<file path="src/hdl/first_fit_block_allocator_macros.svh">
// ----------------------------------------------------------------------------
// first_fit_block_allocator_macros.svh - assertion helpers
// Immediate-implication and next-cycle checks, clocked on clock, off in reset.
// ----------------------------------------------------------------------------
`ifndef FIRST_FIT_BLOCK_ALLOCATOR_MACROS_SVH
`define FIRST_FIT_BLOCK_ALLOCATOR_MACROS_SVH

`ifndef SYNTHESIS
`define FFA_ASSERT_IMPL(name, ante, cons, msg) \
   name: assert property (@(posedge clock) disable iff (reset) (ante) |-> (cons)) \
      else $error(msg);
`define FFA_ASSERT_NEXT(name, ante, cons, msg) \
   name: assert property (@(posedge clock) disable iff (reset) (ante) |=> (cons)) \
      else $error(msg);
`else
`define FFA_ASSERT_IMPL(name, ante, cons, msg)
`define FFA_ASSERT_NEXT(name, ante, cons, msg)
`endif

`endif

</file>
<file path="src/hdl/ffa_pkg.sv">
// ----------------------------------------------------------------------------
// ffa_pkg - first fit allocator shared definitions
// Field widths, request and status codes, controller states and the
// command/status bundles between controller and datapath.
// ----------------------------------------------------------------------------
package ffa_pkg;

   localparam int KIND_W     = 2;
   localparam int SIZE_IN_W  = 17;
   localparam int ADDR_W     = 16;
   localparam int STATUS_W   = 3;
   localparam int ALIGN_BYTES = 4;
   // rounded size: 17-bit request plus alignment padding
   localparam int SIZE_W     = 18;

   localparam logic [KIND_W-1:0] KIND_ALLOC   = 2'd0;
   localparam logic [KIND_W-1:0] KIND_FREE    = 2'd1;
   localparam logic [KIND_W-1:0] KIND_REALLOC = 2'd2;

   localparam logic [STATUS_W-1:0] ST_OK         = 3'd0;
   localparam logic [STATUS_W-1:0] ST_ARENA_FULL = 3'd1;
   localparam logic [STATUS_W-1:0] ST_TABLE_FULL = 3'd2;
   localparam logic [STATUS_W-1:0] ST_NOT_FOUND  = 3'd3;
   localparam logic [STATUS_W-1:0] ST_ZERO_SIZE  = 3'd4;

   typedef enum logic [1:0] {
      SCAN_FIND,
      SCAN_MERGE,
      SCAN_ALLOC
   } scan_type;

   typedef enum logic [3:0] {
      CS_IDLE,
      CS_DISPATCH,
      CS_FIND,
      CS_FIND_CHK,
      CS_MERGE,
      CS_MERGE_WR,
      CS_ALLOC,
      CS_ALLOC_A,
      CS_ALLOC_B,
      CS_RESP
   } ctrl_state_type;

   typedef struct packed {
      logic                load;
      logic                scan_start;
      scan_type            mode;
      logic                merge_wr;
      logic                alloc_a;
      logic                alloc_b;
      logic                set_res;
      logic [STATUS_W-1:0] res_code;
      logic                rsp_load;
   } cmd_type;

   typedef struct packed {
      logic              scan_done;
      logic              hit;
      logic [KIND_W-1:0] kind;
      logic              size_zero;
      logic              split;
   } sts_type;

endpackage

</file>
<file path="src/hdl/ffa_req_if.sv">
// ----------------------------------------------------------------------------
// ffa_req_if - request channel
// Valid/ready channel carrying one allocator request per beat.
// ----------------------------------------------------------------------------
interface ffa_req_if;
   logic                               valid;
   logic                               ready;
   logic [ffa_pkg::KIND_W-1:0]         kind;
   logic [ffa_pkg::SIZE_IN_W-1:0]      req_size;
   logic [ffa_pkg::ADDR_W-1:0]         req_addr;

   modport source (output valid, kind, req_size, req_addr, input ready);
   modport sink   (input valid, kind, req_size, req_addr, output ready);
endinterface

</file>
<file path="src/hdl/ffa_rsp_if.sv">
// ----------------------------------------------------------------------------
// ffa_rsp_if - response channel
// Valid/ready channel carrying one grant and status per beat.
// ----------------------------------------------------------------------------
interface ffa_rsp_if;
   logic                               valid;
   logic                               ready;
   logic [ffa_pkg::ADDR_W-1:0]         grant_addr;
   logic [ffa_pkg::STATUS_W-1:0]       status;

   modport source (output valid, grant_addr, status, input ready);
   modport sink   (input valid, grant_addr, status, output ready);
endinterface

</file>
<file path="src/hdl/ffa_ctrl.sv">
// ----------------------------------------------------------------------------
// ffa_ctrl - allocator sequencer
// Steps each request through the find, merge and alloc table scans its kind needs.
// ----------------------------------------------------------------------------
module ffa_ctrl (
   input  logic              clock,
   input  logic              reset,
   input  logic              req_valid,
   output logic              req_ready,
   input  logic              out_free,
   input  ffa_pkg::sts_type  sts,
   output ffa_pkg::cmd_type  cmd
);

   ffa_pkg::ctrl_state_type state_ff, state_in;

   always_ff @(posedge clock) begin
      if (reset) begin
         state_ff <= ffa_pkg::CS_IDLE;
      end else begin
         state_ff <= state_in;
      end
   end

   always_comb begin
      state_in     = state_ff;
      req_ready    = 1'b0;
      cmd          = '0;
      cmd.mode     = ffa_pkg::SCAN_FIND;
      cmd.res_code = ffa_pkg::ST_OK;
      unique case (state_ff)
         ffa_pkg::CS_IDLE: begin
            req_ready = 1'b1;
            if (req_valid) begin
               cmd.load = 1'b1;
               state_in = ffa_pkg::CS_DISPATCH;
            end
         end
         ffa_pkg::CS_DISPATCH: begin
            priority if (sts.kind == ffa_pkg::KIND_ALLOC) begin
               if (sts.size_zero) begin
                  cmd.set_res  = 1'b1;
                  cmd.res_code = ffa_pkg::ST_ZERO_SIZE;
                  state_in     = ffa_pkg::CS_RESP;
               end else begin
                  cmd.scan_start = 1'b1;
                  cmd.mode       = ffa_pkg::SCAN_ALLOC;
                  state_in       = ffa_pkg::CS_ALLOC;
               end
            end else if (sts.kind == ffa_pkg::KIND_FREE ||
                         sts.kind == ffa_pkg::KIND_REALLOC) begin
               cmd.scan_start = 1'b1;
               cmd.mode       = ffa_pkg::SCAN_FIND;
               state_in       = ffa_pkg::CS_FIND;
            end else begin
               // unused kind: plain ok, nothing changes
               cmd.set_res  = 1'b1;
               cmd.res_code = ffa_pkg::ST_OK;
               state_in     = ffa_pkg::CS_RESP;
            end
         end
         ffa_pkg::CS_FIND: begin
            if (sts.scan_done) begin
               state_in = ffa_pkg::CS_FIND_CHK;
            end
         end
         ffa_pkg::CS_FIND_CHK: begin
            if (!sts.hit) begin
               cmd.set_res  = 1'b1;
               cmd.res_code = ffa_pkg::ST_NOT_FOUND;
               state_in     = ffa_pkg::CS_RESP;
            end else begin
               cmd.scan_start = 1'b1;
               cmd.mode       = ffa_pkg::SCAN_MERGE;
               state_in       = ffa_pkg::CS_MERGE;
            end
         end
         ffa_pkg::CS_MERGE: begin
            if (sts.scan_done) begin
               state_in = ffa_pkg::CS_MERGE_WR;
            end
         end
         ffa_pkg::CS_MERGE_WR: begin
            cmd.merge_wr = 1'b1;
            priority if (sts.kind == ffa_pkg::KIND_FREE) begin
               cmd.set_res  = 1'b1;
               cmd.res_code = ffa_pkg::ST_OK;
               state_in     = ffa_pkg::CS_RESP;
            end else if (sts.size_zero) begin
               cmd.set_res  = 1'b1;
               cmd.res_code = ffa_pkg::ST_ZERO_SIZE;
               state_in     = ffa_pkg::CS_RESP;
            end else begin
               cmd.scan_start = 1'b1;
               cmd.mode       = ffa_pkg::SCAN_ALLOC;
               state_in       = ffa_pkg::CS_ALLOC;
            end
         end
         ffa_pkg::CS_ALLOC: begin
            if (sts.scan_done) begin
               state_in = ffa_pkg::CS_ALLOC_A;
            end
         end
         ffa_pkg::CS_ALLOC_A: begin
            cmd.alloc_a = 1'b1;
            state_in    = sts.split ? ffa_pkg::CS_ALLOC_B : ffa_pkg::CS_RESP;
         end
         ffa_pkg::CS_ALLOC_B: begin
            cmd.alloc_b = 1'b1;
            state_in    = ffa_pkg::CS_RESP;
         end
         ffa_pkg::CS_RESP: begin
            if (out_free) begin
               cmd.rsp_load = 1'b1;
               state_in     = ffa_pkg::CS_IDLE;
            end
         end
         default: begin
            state_in = ffa_pkg::CS_IDLE;
         end
      endcase
   end

endmodule

</file>
<file path="src/hdl/ffa_dp.sv">
// ----------------------------------------------------------------------------
// ffa_dp - allocator segment table and scan datapath
// Segment memory, valid/in-use flags, scan counter, match trackers, updates.
// ----------------------------------------------------------------------------
`include "first_fit_block_allocator_macros.svh"

module ffa_dp #(
   parameter int ARENA_BYTES  = 65536,
   parameter int MAX_SEGMENTS = 64
) (
   input  logic                            clock,
   input  logic                            reset,
   input  ffa_pkg::cmd_type                cmd,
   output ffa_pkg::sts_type                sts,
   input  logic [ffa_pkg::KIND_W-1:0]      req_kind,
   input  logic [ffa_pkg::SIZE_IN_W-1:0]   req_size,
   input  logic [ffa_pkg::ADDR_W-1:0]      req_addr,
   output logic [ffa_pkg::ADDR_W-1:0]      res_grant,
   output logic [ffa_pkg::STATUS_W-1:0]    res_status
);

   localparam int IDX_W   = $clog2(MAX_SEGMENTS);
   localparam int START_W = $clog2(ARENA_BYTES);
   localparam int LEN_W   = $clog2(ARENA_BYTES + 1);
   localparam int CW      = ((LEN_W > ffa_pkg::SIZE_W) ? LEN_W : ffa_pkg::SIZE_W) + 1;
   localparam int AW      = (START_W > ffa_pkg::ADDR_W) ? START_W : ffa_pkg::ADDR_W;
   localparam int ENTRY_W = START_W + LEN_W;
   localparam logic [IDX_W-1:0] LAST_IDX = IDX_W'(MAX_SEGMENTS - 1);
   localparam logic [CW-1:0]    ARENA_LIM = CW'(ARENA_BYTES);
   localparam logic [ffa_pkg::SIZE_W-1:0] ALIGN_MASK =
      ffa_pkg::SIZE_W'(ffa_pkg::ALIGN_BYTES - 1);

   // request
   logic [ffa_pkg::KIND_W-1:0]   kind_ff;
   logic [ffa_pkg::SIZE_W-1:0]   size_ff;
   logic [ffa_pkg::ADDR_W-1:0]   addr_ff;
   logic                         size_zero_ff;
   logic [ffa_pkg::SIZE_W-1:0]   size_in;

   // table
   logic [ENTRY_W-1:0]           mem [MAX_SEGMENTS];
   logic [MAX_SEGMENTS-1:0]      valid_ff;
   logic [MAX_SEGMENTS-1:0]      inuse_ff;
   logic [LEN_W-1:0]             top_ff;

   // scan pipe
   logic                         iss_ff;
   logic [IDX_W-1:0]             cnt_ff;
   logic                         pv_ff;
   logic [IDX_W-1:0]             pidx_ff;
   logic [ENTRY_W-1:0]           rd_ff;
   ffa_pkg::scan_type            mode_ff;

   // trackers
   logic                         hit_ff, lft_hit_ff, rgt_hit_ff, fit_hit_ff, emp_hit_ff;
   logic [IDX_W-1:0]             hit_idx_ff, lft_idx_ff, rgt_idx_ff, fit_idx_ff, emp_idx_ff;
   logic [START_W-1:0]           hit_start_ff, lft_start_ff, fit_start_ff;
   logic [LEN_W-1:0]             hit_len_ff, lft_len_ff, rgt_len_ff, fit_len_ff;

   logic [ffa_pkg::ADDR_W-1:0]   res_grant_ff;
   logic [ffa_pkg::STATUS_W-1:0] res_status_ff;

   // current entry
   logic [START_W-1:0] cur_start;
   logic [LEN_W-1:0]   cur_len;
   logic               cur_valid, cur_inuse;
   logic               find_match, free_other, left_match, right_match, fits, better;
   logic               split;
   logic               grow_over;

   // merge result
   logic [IDX_W-1:0]   f_idx;
   logic [START_W-1:0] f_start;
   logic [LEN_W-1:0]   f_len;

   // write port
   logic               wr_en;
   logic [IDX_W-1:0]   wr_idx;
   logic [ENTRY_W-1:0] wr_data;

   assign size_in = (ffa_pkg::SIZE_W'(req_size) + ALIGN_MASK) & ~ALIGN_MASK;

   assign cur_start = rd_ff[ENTRY_W-1:LEN_W];
   assign cur_len   = rd_ff[LEN_W-1:0];
   assign cur_valid = valid_ff[pidx_ff];
   assign cur_inuse = inuse_ff[pidx_ff];

   assign find_match  = cur_valid && cur_inuse && (AW'(cur_start) == AW'(addr_ff));
   assign free_other  = cur_valid && !cur_inuse && (pidx_ff != hit_idx_ff);
   assign left_match  = free_other &&
                        ((CW'(cur_start) + CW'(cur_len)) == CW'(hit_start_ff));
   assign right_match = free_other &&
                        (CW'(cur_start) == (CW'(hit_start_ff) + CW'(hit_len_ff)));
   assign fits        = cur_valid && !cur_inuse && (CW'(cur_len) >= CW'(size_ff));
   assign better      = !fit_hit_ff || (cur_start < fit_start_ff);

   assign split     = fit_hit_ff && emp_hit_ff && (CW'(fit_len_ff) > CW'(size_ff));
   assign grow_over = (CW'(top_ff) + CW'(size_ff)) > ARENA_LIM;

   assign f_idx   = lft_hit_ff ? lft_idx_ff : hit_idx_ff;
   assign f_start = lft_hit_ff ? lft_start_ff : hit_start_ff;
   assign f_len   = hit_len_ff + (lft_hit_ff ? lft_len_ff : '0)
                               + (rgt_hit_ff ? rgt_len_ff : '0);

   always_comb begin
      wr_en   = 1'b0;
      wr_idx  = f_idx;
      wr_data = {f_start, f_len};
      priority if (cmd.merge_wr) begin
         wr_en = 1'b1;
      end else if (cmd.alloc_a) begin
         wr_idx = emp_idx_ff;
         if (fit_hit_ff) begin
            wr_en   = split;
            wr_data = {START_W'(CW'(fit_start_ff) + CW'(size_ff)),
                       LEN_W'(CW'(fit_len_ff) - CW'(size_ff))};
         end else begin
            wr_en   = !grow_over && emp_hit_ff;
            wr_data = {START_W'(top_ff), LEN_W'(size_ff)};
         end
      end else if (cmd.alloc_b) begin
         wr_en   = 1'b1;
         wr_idx  = fit_idx_ff;
         wr_data = {fit_start_ff, LEN_W'(size_ff)};
      end
   end

   // memory: one write, one registered read
   always_ff @(posedge clock) begin
      if (wr_en) begin
         mem[wr_idx] <= wr_data;
      end
      if (iss_ff) begin
         rd_ff <= mem[cnt_ff];
      end
   end

   // request latch
   always_ff @(posedge clock) begin
      if (cmd.load) begin
         kind_ff      <= req_kind;
         size_ff      <= size_in;
         addr_ff      <= req_addr;
         size_zero_ff <= (req_size == '0);
      end
      if (cmd.scan_start) begin
         mode_ff <= cmd.mode;
      end
      pidx_ff <= cnt_ff;
   end

   // scan counter
   always_ff @(posedge clock) begin
      if (reset) begin
         iss_ff <= 1'b0;
         pv_ff  <= 1'b0;
         cnt_ff <= '0;
      end else begin
         pv_ff <= iss_ff;
         if (cmd.scan_start) begin
            iss_ff <= 1'b1;
            cnt_ff <= '0;
         end else if (iss_ff) begin
            cnt_ff <= cnt_ff + 1'b1;
            if (cnt_ff == LAST_IDX) begin
               iss_ff <= 1'b0;
            end
         end
      end
   end

   // trackers
   always_ff @(posedge clock) begin
      if (reset) begin
         hit_ff     <= 1'b0;
         lft_hit_ff <= 1'b0;
         rgt_hit_ff <= 1'b0;
         fit_hit_ff <= 1'b0;
         emp_hit_ff <= 1'b0;
      end else if (cmd.scan_start) begin
         if (cmd.mode == ffa_pkg::SCAN_FIND) begin
            hit_ff <= 1'b0;
         end
         lft_hit_ff <= 1'b0;
         rgt_hit_ff <= 1'b0;
         fit_hit_ff <= 1'b0;
         emp_hit_ff <= 1'b0;
      end else if (pv_ff) begin
         unique case (mode_ff)
            ffa_pkg::SCAN_FIND: begin
               if (find_match && !hit_ff) begin
                  hit_ff       <= 1'b1;
                  hit_idx_ff   <= pidx_ff;
                  hit_start_ff <= cur_start;
                  hit_len_ff   <= cur_len;
               end
            end
            ffa_pkg::SCAN_MERGE: begin
               if (left_match && !lft_hit_ff) begin
                  lft_hit_ff   <= 1'b1;
                  lft_idx_ff   <= pidx_ff;
                  lft_start_ff <= cur_start;
                  lft_len_ff   <= cur_len;
               end
               if (right_match && !rgt_hit_ff) begin
                  rgt_hit_ff <= 1'b1;
                  rgt_idx_ff <= pidx_ff;
                  rgt_len_ff <= cur_len;
               end
            end
            ffa_pkg::SCAN_ALLOC: begin
               if (fits && better) begin
                  fit_hit_ff   <= 1'b1;
                  fit_idx_ff   <= pidx_ff;
                  fit_start_ff <= cur_start;
                  fit_len_ff   <= cur_len;
               end
               if (!cur_valid && !emp_hit_ff) begin
                  emp_hit_ff <= 1'b1;
                  emp_idx_ff <= pidx_ff;
               end
            end
            default: begin
            end
         endcase
      end
   end

   // table flags, arena top, result
   always_ff @(posedge clock) begin
      if (reset) begin
         valid_ff      <= '0;
         inuse_ff      <= '0;
         top_ff        <= '0;
         res_grant_ff  <= '0;
         res_status_ff <= ffa_pkg::ST_OK;
      end else begin
         if (cmd.set_res) begin
            res_grant_ff  <= '0;
            res_status_ff <= cmd.res_code;
         end
         if (cmd.merge_wr) begin
            inuse_ff[hit_idx_ff] <= 1'b0;
            if (lft_hit_ff) begin
               valid_ff[hit_idx_ff] <= 1'b0;
            end
            if (rgt_hit_ff) begin
               valid_ff[rgt_idx_ff] <= 1'b0;
            end
         end
         if (cmd.alloc_a) begin
            priority if (fit_hit_ff) begin
               inuse_ff[fit_idx_ff] <= 1'b1;
               res_grant_ff         <= ffa_pkg::ADDR_W'(fit_start_ff);
               res_status_ff        <= ffa_pkg::ST_OK;
               if (split) begin
                  valid_ff[emp_idx_ff] <= 1'b1;
                  inuse_ff[emp_idx_ff] <= 1'b0;
               end
            end else if (grow_over) begin
               res_grant_ff  <= '0;
               res_status_ff <= ffa_pkg::ST_ARENA_FULL;
            end else if (!emp_hit_ff) begin
               res_grant_ff  <= '0;
               res_status_ff <= ffa_pkg::ST_TABLE_FULL;
            end else begin
               valid_ff[emp_idx_ff] <= 1'b1;
               inuse_ff[emp_idx_ff] <= 1'b1;
               top_ff               <= LEN_W'(CW'(top_ff) + CW'(size_ff));
               res_grant_ff         <= ffa_pkg::ADDR_W'(top_ff);
               res_status_ff        <= ffa_pkg::ST_OK;
            end
         end
      end
   end

   assign sts.scan_done = pv_ff && (pidx_ff == LAST_IDX);
   assign sts.hit       = hit_ff;
   assign sts.kind      = kind_ff;
   assign sts.size_zero = size_zero_ff;
   assign sts.split     = split;

   assign res_grant  = res_grant_ff;
   assign res_status = res_status_ff;

   `FFA_ASSERT_IMPL(a_no_grant_on_error, res_status_ff != ffa_pkg::ST_OK, res_grant_ff == '0, "grant with error status")
   `FFA_ASSERT_IMPL(a_split_slot_distinct, cmd.alloc_b, emp_idx_ff != fit_idx_ff, "split into fitted entry")
   `FFA_ASSERT_IMPL(a_merge_needs_hit, cmd.merge_wr, hit_ff, "merge without matched entry")
   `FFA_ASSERT_NEXT(a_scan_runs, cmd.scan_start, iss_ff && (cnt_ff == '0), "scan did not start")

endmodule

</file>
<file path="src/hdl/first_fit_block_allocator.sv">
// Latency: alloc runs an alloc scan, free a find and a merge scan, realloc
//   all three; a zero-size alloc skips the scans, and a miss skips the rest.
// Throughput: one request at a time; it is bounded by table scans that
//   read one segment entry per cycle through the single table read port.
// Reset: synchronous, active high; clears all valid/in-use flags, arena top,
//   controller state, result and response valid. No clearing pass is needed.
// ----------------------------------------------------------------------------
// first_fit_block_allocator - first fit arena allocator with split and merge
// Sequencer plus segment-table datapath; response held in an output register.
// ----------------------------------------------------------------------------
module first_fit_block_allocator #(
   parameter int ARENA_BYTES  = 65536,
   parameter int MAX_SEGMENTS = 64
) (
   input  logic       clock,
   input  logic       reset,
   ffa_req_if.sink    req_chan,
   ffa_rsp_if.source  rsp_chan
);

   ffa_pkg::cmd_type cmd;
   ffa_pkg::sts_type sts;

   logic [ffa_pkg::ADDR_W-1:0]   res_grant;
   logic [ffa_pkg::STATUS_W-1:0] res_status;

   // response register: one beat parked here while the next request runs
   logic                         rsp_valid_ff;
   logic [ffa_pkg::ADDR_W-1:0]   rsp_grant_ff;
   logic [ffa_pkg::STATUS_W-1:0] rsp_status_ff;
   logic                         out_free;

   assign out_free = !rsp_valid_ff || rsp_chan.ready;

   ffa_ctrl u_ctrl (
      .clock     (clock),
      .reset     (reset),
      .req_valid (req_chan.valid),
      .req_ready (req_chan.ready),
      .out_free  (out_free),
      .sts       (sts),
      .cmd       (cmd)
   );

   ffa_dp #(
      .ARENA_BYTES  (ARENA_BYTES),
      .MAX_SEGMENTS (MAX_SEGMENTS)
   ) u_dp (
      .clock      (clock),
      .reset      (reset),
      .cmd        (cmd),
      .sts        (sts),
      .req_kind   (req_chan.kind),
      .req_size   (req_chan.req_size),
      .req_addr   (req_chan.req_addr),
      .res_grant  (res_grant),
      .res_status (res_status)
   );

   always_ff @(posedge clock) begin
      if (reset) begin
         rsp_valid_ff <= 1'b0;
      end else if (cmd.rsp_load) begin
         rsp_valid_ff <= 1'b1;
      end else if (rsp_chan.ready) begin
         rsp_valid_ff <= 1'b0;
      end
   end

   // payload only moves on a load
   always_ff @(posedge clock) begin
      if (cmd.rsp_load) begin
         rsp_grant_ff  <= res_grant;
         rsp_status_ff <= res_status;
      end
   end

   assign rsp_chan.valid      = rsp_valid_ff;
   assign rsp_chan.grant_addr = rsp_grant_ff;
   assign rsp_chan.status     = rsp_status_ff;

endmodule
</file>
<file path="src/flat_wrapper.sv">
// flat-port wrapper written by rule: the top's interface ports become plain ports
module first_fit_block_allocator_flat 
#(
   parameter int ARENA_BYTES  = 65536,
   parameter int MAX_SEGMENTS = 64
)
  (clock, reset, req_chan_valid, req_chan_kind, req_chan_req_size, req_chan_req_addr, req_chan_ready, rsp_chan_valid, rsp_chan_grant_addr, rsp_chan_status, rsp_chan_ready);
  ffa_req_if req_chan_i ();
  ffa_rsp_if rsp_chan_i ();
  input  logic clock;
  input  logic reset;
  input wire logic [$bits(req_chan_i.valid)-1:0] req_chan_valid;
  input wire logic [$bits(req_chan_i.kind)-1:0] req_chan_kind;
  input wire logic [$bits(req_chan_i.req_size)-1:0] req_chan_req_size;
  input wire logic [$bits(req_chan_i.req_addr)-1:0] req_chan_req_addr;
  output wire logic [$bits(req_chan_i.ready)-1:0] req_chan_ready;
  output wire logic [$bits(rsp_chan_i.valid)-1:0] rsp_chan_valid;
  output wire logic [$bits(rsp_chan_i.grant_addr)-1:0] rsp_chan_grant_addr;
  output wire logic [$bits(rsp_chan_i.status)-1:0] rsp_chan_status;
  input wire logic [$bits(rsp_chan_i.ready)-1:0] rsp_chan_ready;
  assign req_chan_i.valid = req_chan_valid;
  assign req_chan_i.kind = req_chan_kind;
  assign req_chan_i.req_size = req_chan_req_size;
  assign req_chan_i.req_addr = req_chan_req_addr;
  assign req_chan_ready = req_chan_i.ready;
  assign rsp_chan_valid = rsp_chan_i.valid;
  assign rsp_chan_grant_addr = rsp_chan_i.grant_addr;
  assign rsp_chan_status = rsp_chan_i.status;
  assign rsp_chan_i.ready = rsp_chan_ready;
  first_fit_block_allocator #(.ARENA_BYTES(ARENA_BYTES), .MAX_SEGMENTS(MAX_SEGMENTS)) u_core (.clock(clock), .reset(reset), .req_chan(req_chan_i), .rsp_chan(rsp_chan_i));
endmodule
</file>
<file path="config.mk">
export PLATFORM = sky130hd
export DESIGN_NAME = first_fit_block_allocator_flat
export DESIGN_NICKNAME = d
export VERILOG_FILES = /design/src/hdl/ffa_pkg.sv /design/src/hdl/ffa_req_if.sv /design/src/hdl/ffa_rsp_if.sv /design/src/hdl/ffa_ctrl.sv /design/src/hdl/ffa_dp.sv /design/src/hdl/first_fit_block_allocator.sv /design/src/flat_wrapper.sv
export VERILOG_INCLUDE_DIRS = /design/src /design/src/hdl
export SDC_FILE = /design/constraint.sdc
export NUM_CORES = 2
export LEC_CHECK = 0
export BUFFER_PORTS_ARGS = -buffer_cell sky130_fd_sc_hd__clkbuf_2
export CORE_UTILIZATION = 60
export CTS_CLUSTER_SIZE = 14
export DETAILED_ROUTE_END_ITERATION = 10
export GPL_TIMING_DRIVEN = 0
export HOLD_SLACK_MARGIN = 0.08
export PLACE_DENSITY = 0.76
export SLEW_MARGIN = 20
export SYNTH_ARGS = -nofsm -noshare
export SYNTH_HDL_FRONTEND = slang
export SYNTH_HIERARCHICAL = 1
export SYNTH_SLANG_ARGS = --single-unit
export TNS_END_PERCENT = 50
</file>
<file path="constraint.sdc">
create_clock -name clock -period 11 [get_ports clock]
set_input_delay 1.1 -clock clock [delete_from_list [all_inputs] [get_ports clock]]
set_output_delay 1.1 -clock clock [all_outputs]
set_load 0.005 [all_outputs]
</file>
==> parameters.txt <==
Parameter                              Value

Clocking
  Register clock-pin slew on the reported worst setup and hold paths ... 70 ps
  CTS HTree Levels ... 4
  TritonCTS sink count ... 2533
  CTS Buffer Depth ... 3
  Setup repair bufs after CTS ... 0
  Number of buffers inserted during clock tree synthesis ... 241
  Post-CTS Hold Buffers ... 0
  Clock insertion delay at the later pin of the skew report ... 920 ps
  TritonCTS clock tree ... yes
  CTS Root Cell ... clkbuf_16
  CTS-repair resized insts ... 0

Floorplanning
  Initial cell density of the core ... 0.606
  Top-Level Pins ... 60
  Area of the core ... 0.174 mm2
  Die Y ... 422 um
  Horiz. Die Dim ... 422 um
  Number of core rows ... 153
  Overall die area ... 0.178 mm2

Global route
  Total global routing track utilization ... 0.411
  First-pass GRT wire length ... 500 mm
  Remaining Overflow, GRT ... 0
  Pin count of the biggest net entering global routing ... 65
  Antenna violations before repair ... 33
  Vias in the first global route ... 63.1k

Critical path
  Required time at the worst-slack endpoint ... 11730 ps
  Critical path capture point type ... flip-flop
  Top fanout value on the critical path ... 13
  Type of element launching the critical path ... flip-flop
  Critical Path AT ... 8460 ps
  Worst Setup Path Type ... flip-flop to flip-flop

Synthesis
  Syn Area/Cell ... 18.3 um2
  Post-synthesis cell count ... 5764
  Synth Area in Simple Gates ... 0.0443
  Fraction of the yosys area taken by sequential cells ... 0.703
  Cell types with the largest area share after synthesis ... edfxtp_1 67%, mux4_2 15%, dfxtp_1 3.5%, ha_1 1.5%, o21ai_0 1.1%
  Number of synthesis warnings ... 6
  Cell type contributing the most total cell area after synthesis ... edfxtp_1
  Top cell type's share of synthesized area ... 0.667
  Post-synth cell types ... 88
  Xor and xnor fraction of the mapped netlist area ... 0.0102
  Proportion of synthesized area in mux cells ... 0.159
  Async S/R FF share, synth ... 0
  Post-synth EDFFs ... 2347
  Number of nets in the synthesized netlist ... 5948
  Most used flip-flop cell after synthesis ... edfxtp_1
  Mapped cell area ... 0.106 mm2
  Dominant combinational cell family by area after synthesis ... multiplexers
  Register bit total from synthesis ... 2533
  Compound-gate portion of the synthesized area ... 0.0497
  Synthesized-area fraction occupied by adder cells ... 0.0187

Run status
  Run status ... completed

Cells and area
  Ratio of cells with drive above 1 in the final layout ... 0.240
  Area of all placed cells without fillers ... 0.122 mm2
  # nets final ... 6446
  Area Growth Syn to Fin ... 15.3%
  Number of fill cells ... 10.2k

Timing
  Max Clk Rate ... 129 MHz
  Final Setup Violations ... 0
  Worst relative slew slack ... 0.128
  Pins Over Slew Limit ... 0
  Total negative slack ... 0 ps
  Final count of hold timing violations ... 0
  Slew @ Worst Pin ... 1310 ps
  Final worst path period share ... 0.703
  Final-layout worst hold slack ... 360 ps
  Clock tree skew after final layout ... 106 ps
  Unrepaired setup endpoints after global routing ... no
  Shortest clock period the worst path allows after layout ... 7730 ps
  Smallest setup slack after layout ... 3270 ps

Place
  Count of buffers from port buffering ... 59
  Post-place setup slack ... 3490 ps
  RD Place Congestion ... 1.01
  Placed cell areas ... 0.114 mm2
  Detail Placement HPWL ... 233 mm

Power and ir drop
  Overall power consumption ... 0.0246 W
  Total power density per cell area ... 202 mW/mm2
  Maximum ir drop on the vdd rail ... 236 uV
  LEAKAGE ... 37.7 nW

Routing
  Routed length on met3 ... 46.2 mm
  # DRC ... 0
  Detailed Route WL ... 364 mm
  Met2 wire length ... 170 mm
  Top routing layer in use ... met5
  Number of detailed-routing iterations run before antenna repair ... 8
  Number of design-rule violations left by the first detailed-router iteration ... 10.4k
  Antenna-violating nets left ... 0
  Routed metal-1 wirelength ... 118 mm
  Detail-routed net length per standard cell ... 41.4 um
  Post-DR vias/cell ... 7.31
  Total via count in the routed design ... 64.4k

Worst hold path
  Class of the tightest hold or removal check ... flip-flop to flip-flop

Flow run
  Max_cap viols ... 0
metal layers:
metal  track usage  vias to the layer above
li1              -                    24700
met1         0.503                    32800
met2         0.642                     5558
met3         0.119                     1328
met4         0.271                       30
met5             0                        -
sequential cells by signal, summed over array words and instances, names as in the netlist, 17 cells and up:
register	count
u_core/u_dp/fit_len_ff	17
u_core/u_dp/rgt_len_ff	17
u_core/u_dp/valid_ff	64
u_core/u_dp/hit_len_ff	17
u_core/u_dp/rd_ff	33
u_core/u_dp/inuse_ff	64
u_core/u_dp/lft_len_ff	17
u_core/u_dp/mem	2112
cells in the mapped netlist, drive strengths merged (11+ instances only):
library cell  instances
or3                  17
a21oi               178
buf                 100
xnor2                58
edfxtp             2347
and2                 48
a222oi               14
o21a                 25
a221oi               13
xor2                 65
o21ai               270
o211ai               12
and3                 17
nor4                 24
o221ai               40
nand3               126
a21o                 35
nor3                 43
mux2i                69
a22oi                35
clkbuf              231
ha                  123
nand2               213
mux2                 11
dfxtp               186
inv                  76
mux4                710
nor2                246
nand3b               13
nand2b               23
o22ai                41
nor3b                14
a31oi                32
o2111ai              21
nand4                46
nor2b                73
fa                   22
a211oi               26
path summary, 6_finish.rpt:
kind	slack, ps	endpoint	startpoint	cells past startpoint
worst max-delay path	3270	u_core/u_dp/mem[56][15]$_DFFE_PP_	u_core/u_dp/lft_hit_ff$_SDFFE_PP0P_	22
worst min-delay path	360	u_core/u_dp/pidx_ff[2]$_DFF_P_	u_core/u_dp/cnt_ff[2]$_SDFFE_PP0P_	0
worst max register to register	3270	u_core/u_dp/mem[56][15]$_DFFE_PP_	u_core/u_dp/lft_hit_ff$_SDFFE_PP0P_	22
worst min register to register	360	u_core/u_dp/pidx_ff[2]$_DFF_P_	u_core/u_dp/cnt_ff[2]$_SDFFE_PP0P_	0
stage by stage:
step	util	instances
floorplan	-	5764
global placement	0.624	8148
detailed placement	0.651	8344
CTS	0.698	8789
global route	0.698	8790
finish	0.698	8805
final cells by class:
class / instances / area (um2) / area share
plain buffers: 331 / 1390 / 0.0114
clock buffers: 291 / 6330 / 0.0520
repair buffers: 255 / 4050 / 0.0332
diodes: 16 / 40.0 / 0.000329
well taps: 2325 / 2910 / 0.0239
flip-flops and latches: 2533 / 74200 / 0.609
inverters: 79 / 297 / 0.00243
clock inverters: 154 / 1770 / 0.0145
multi-input cells: 2821 / 30800 / 0.253
cells by family (layout without fill, tap and decap cells):
logic type,after synthesis,after routing
simple gates,940,940
mux,790,790
buf+inv,410,1110
xor+xnor,123,123
other cells,0,16
compound gates,823,823
fa+ha+maj,145,145
flops,2533,2533
power by group:
group          internal [W]  total [W]  switching, W
clock network       0.00483    0.00867       0.00383
registers            0.0112     0.0114      0.000226
logic               0.00166    0.00452       0.00286
total                0.0177     0.0246       0.00692
cell usage in the layout, fill, tap and decap left out, types with 37 or more instances in the layout:
master / n
nor2_4: 65
mux4_2: 710
clkinv_2: 45
buf_1: 55
buf_16: 82
nand2_1: 212
nor2_1: 179
clkbuf_1: 246
xor2_1: 65
dfxtp_1: 185
and2_1: 45
nand3_1: 122
o221ai_1: 40
mux2i_1: 67
nor2b_1: 72
ha_1: 123
o21ai_0: 236
nor3_1: 40
a21oi_1: 175
clkbuf_16: 243
nand4_1: 46
buf_4: 38
clkinv_1: 55
buf_12: 37
clkbuf_2: 102
xnor2_1: 58
edfxtp_1: 2347
inv_1: 75
critical path, stage by stage (launching register included):
cell,delay (ps)
dfxtp_1,410
buf_1,730
buf_1,870
clkbuf_1,570
and2_1,240
fa_1,190
ha_1,170
inv_1,60
fa_1,450
nor2b_1,140
o21a_1,140
o21ai_0,130
a2111oi_0,770
nor2_1,120
a221oi_1,500
a31oi_1,200
xor2_1,170
o211ai_1,490
buf_4,340
buf_4,240
buf_4,210
buf_4,210
buf_4,200
(Power assumes the default switching activity.)
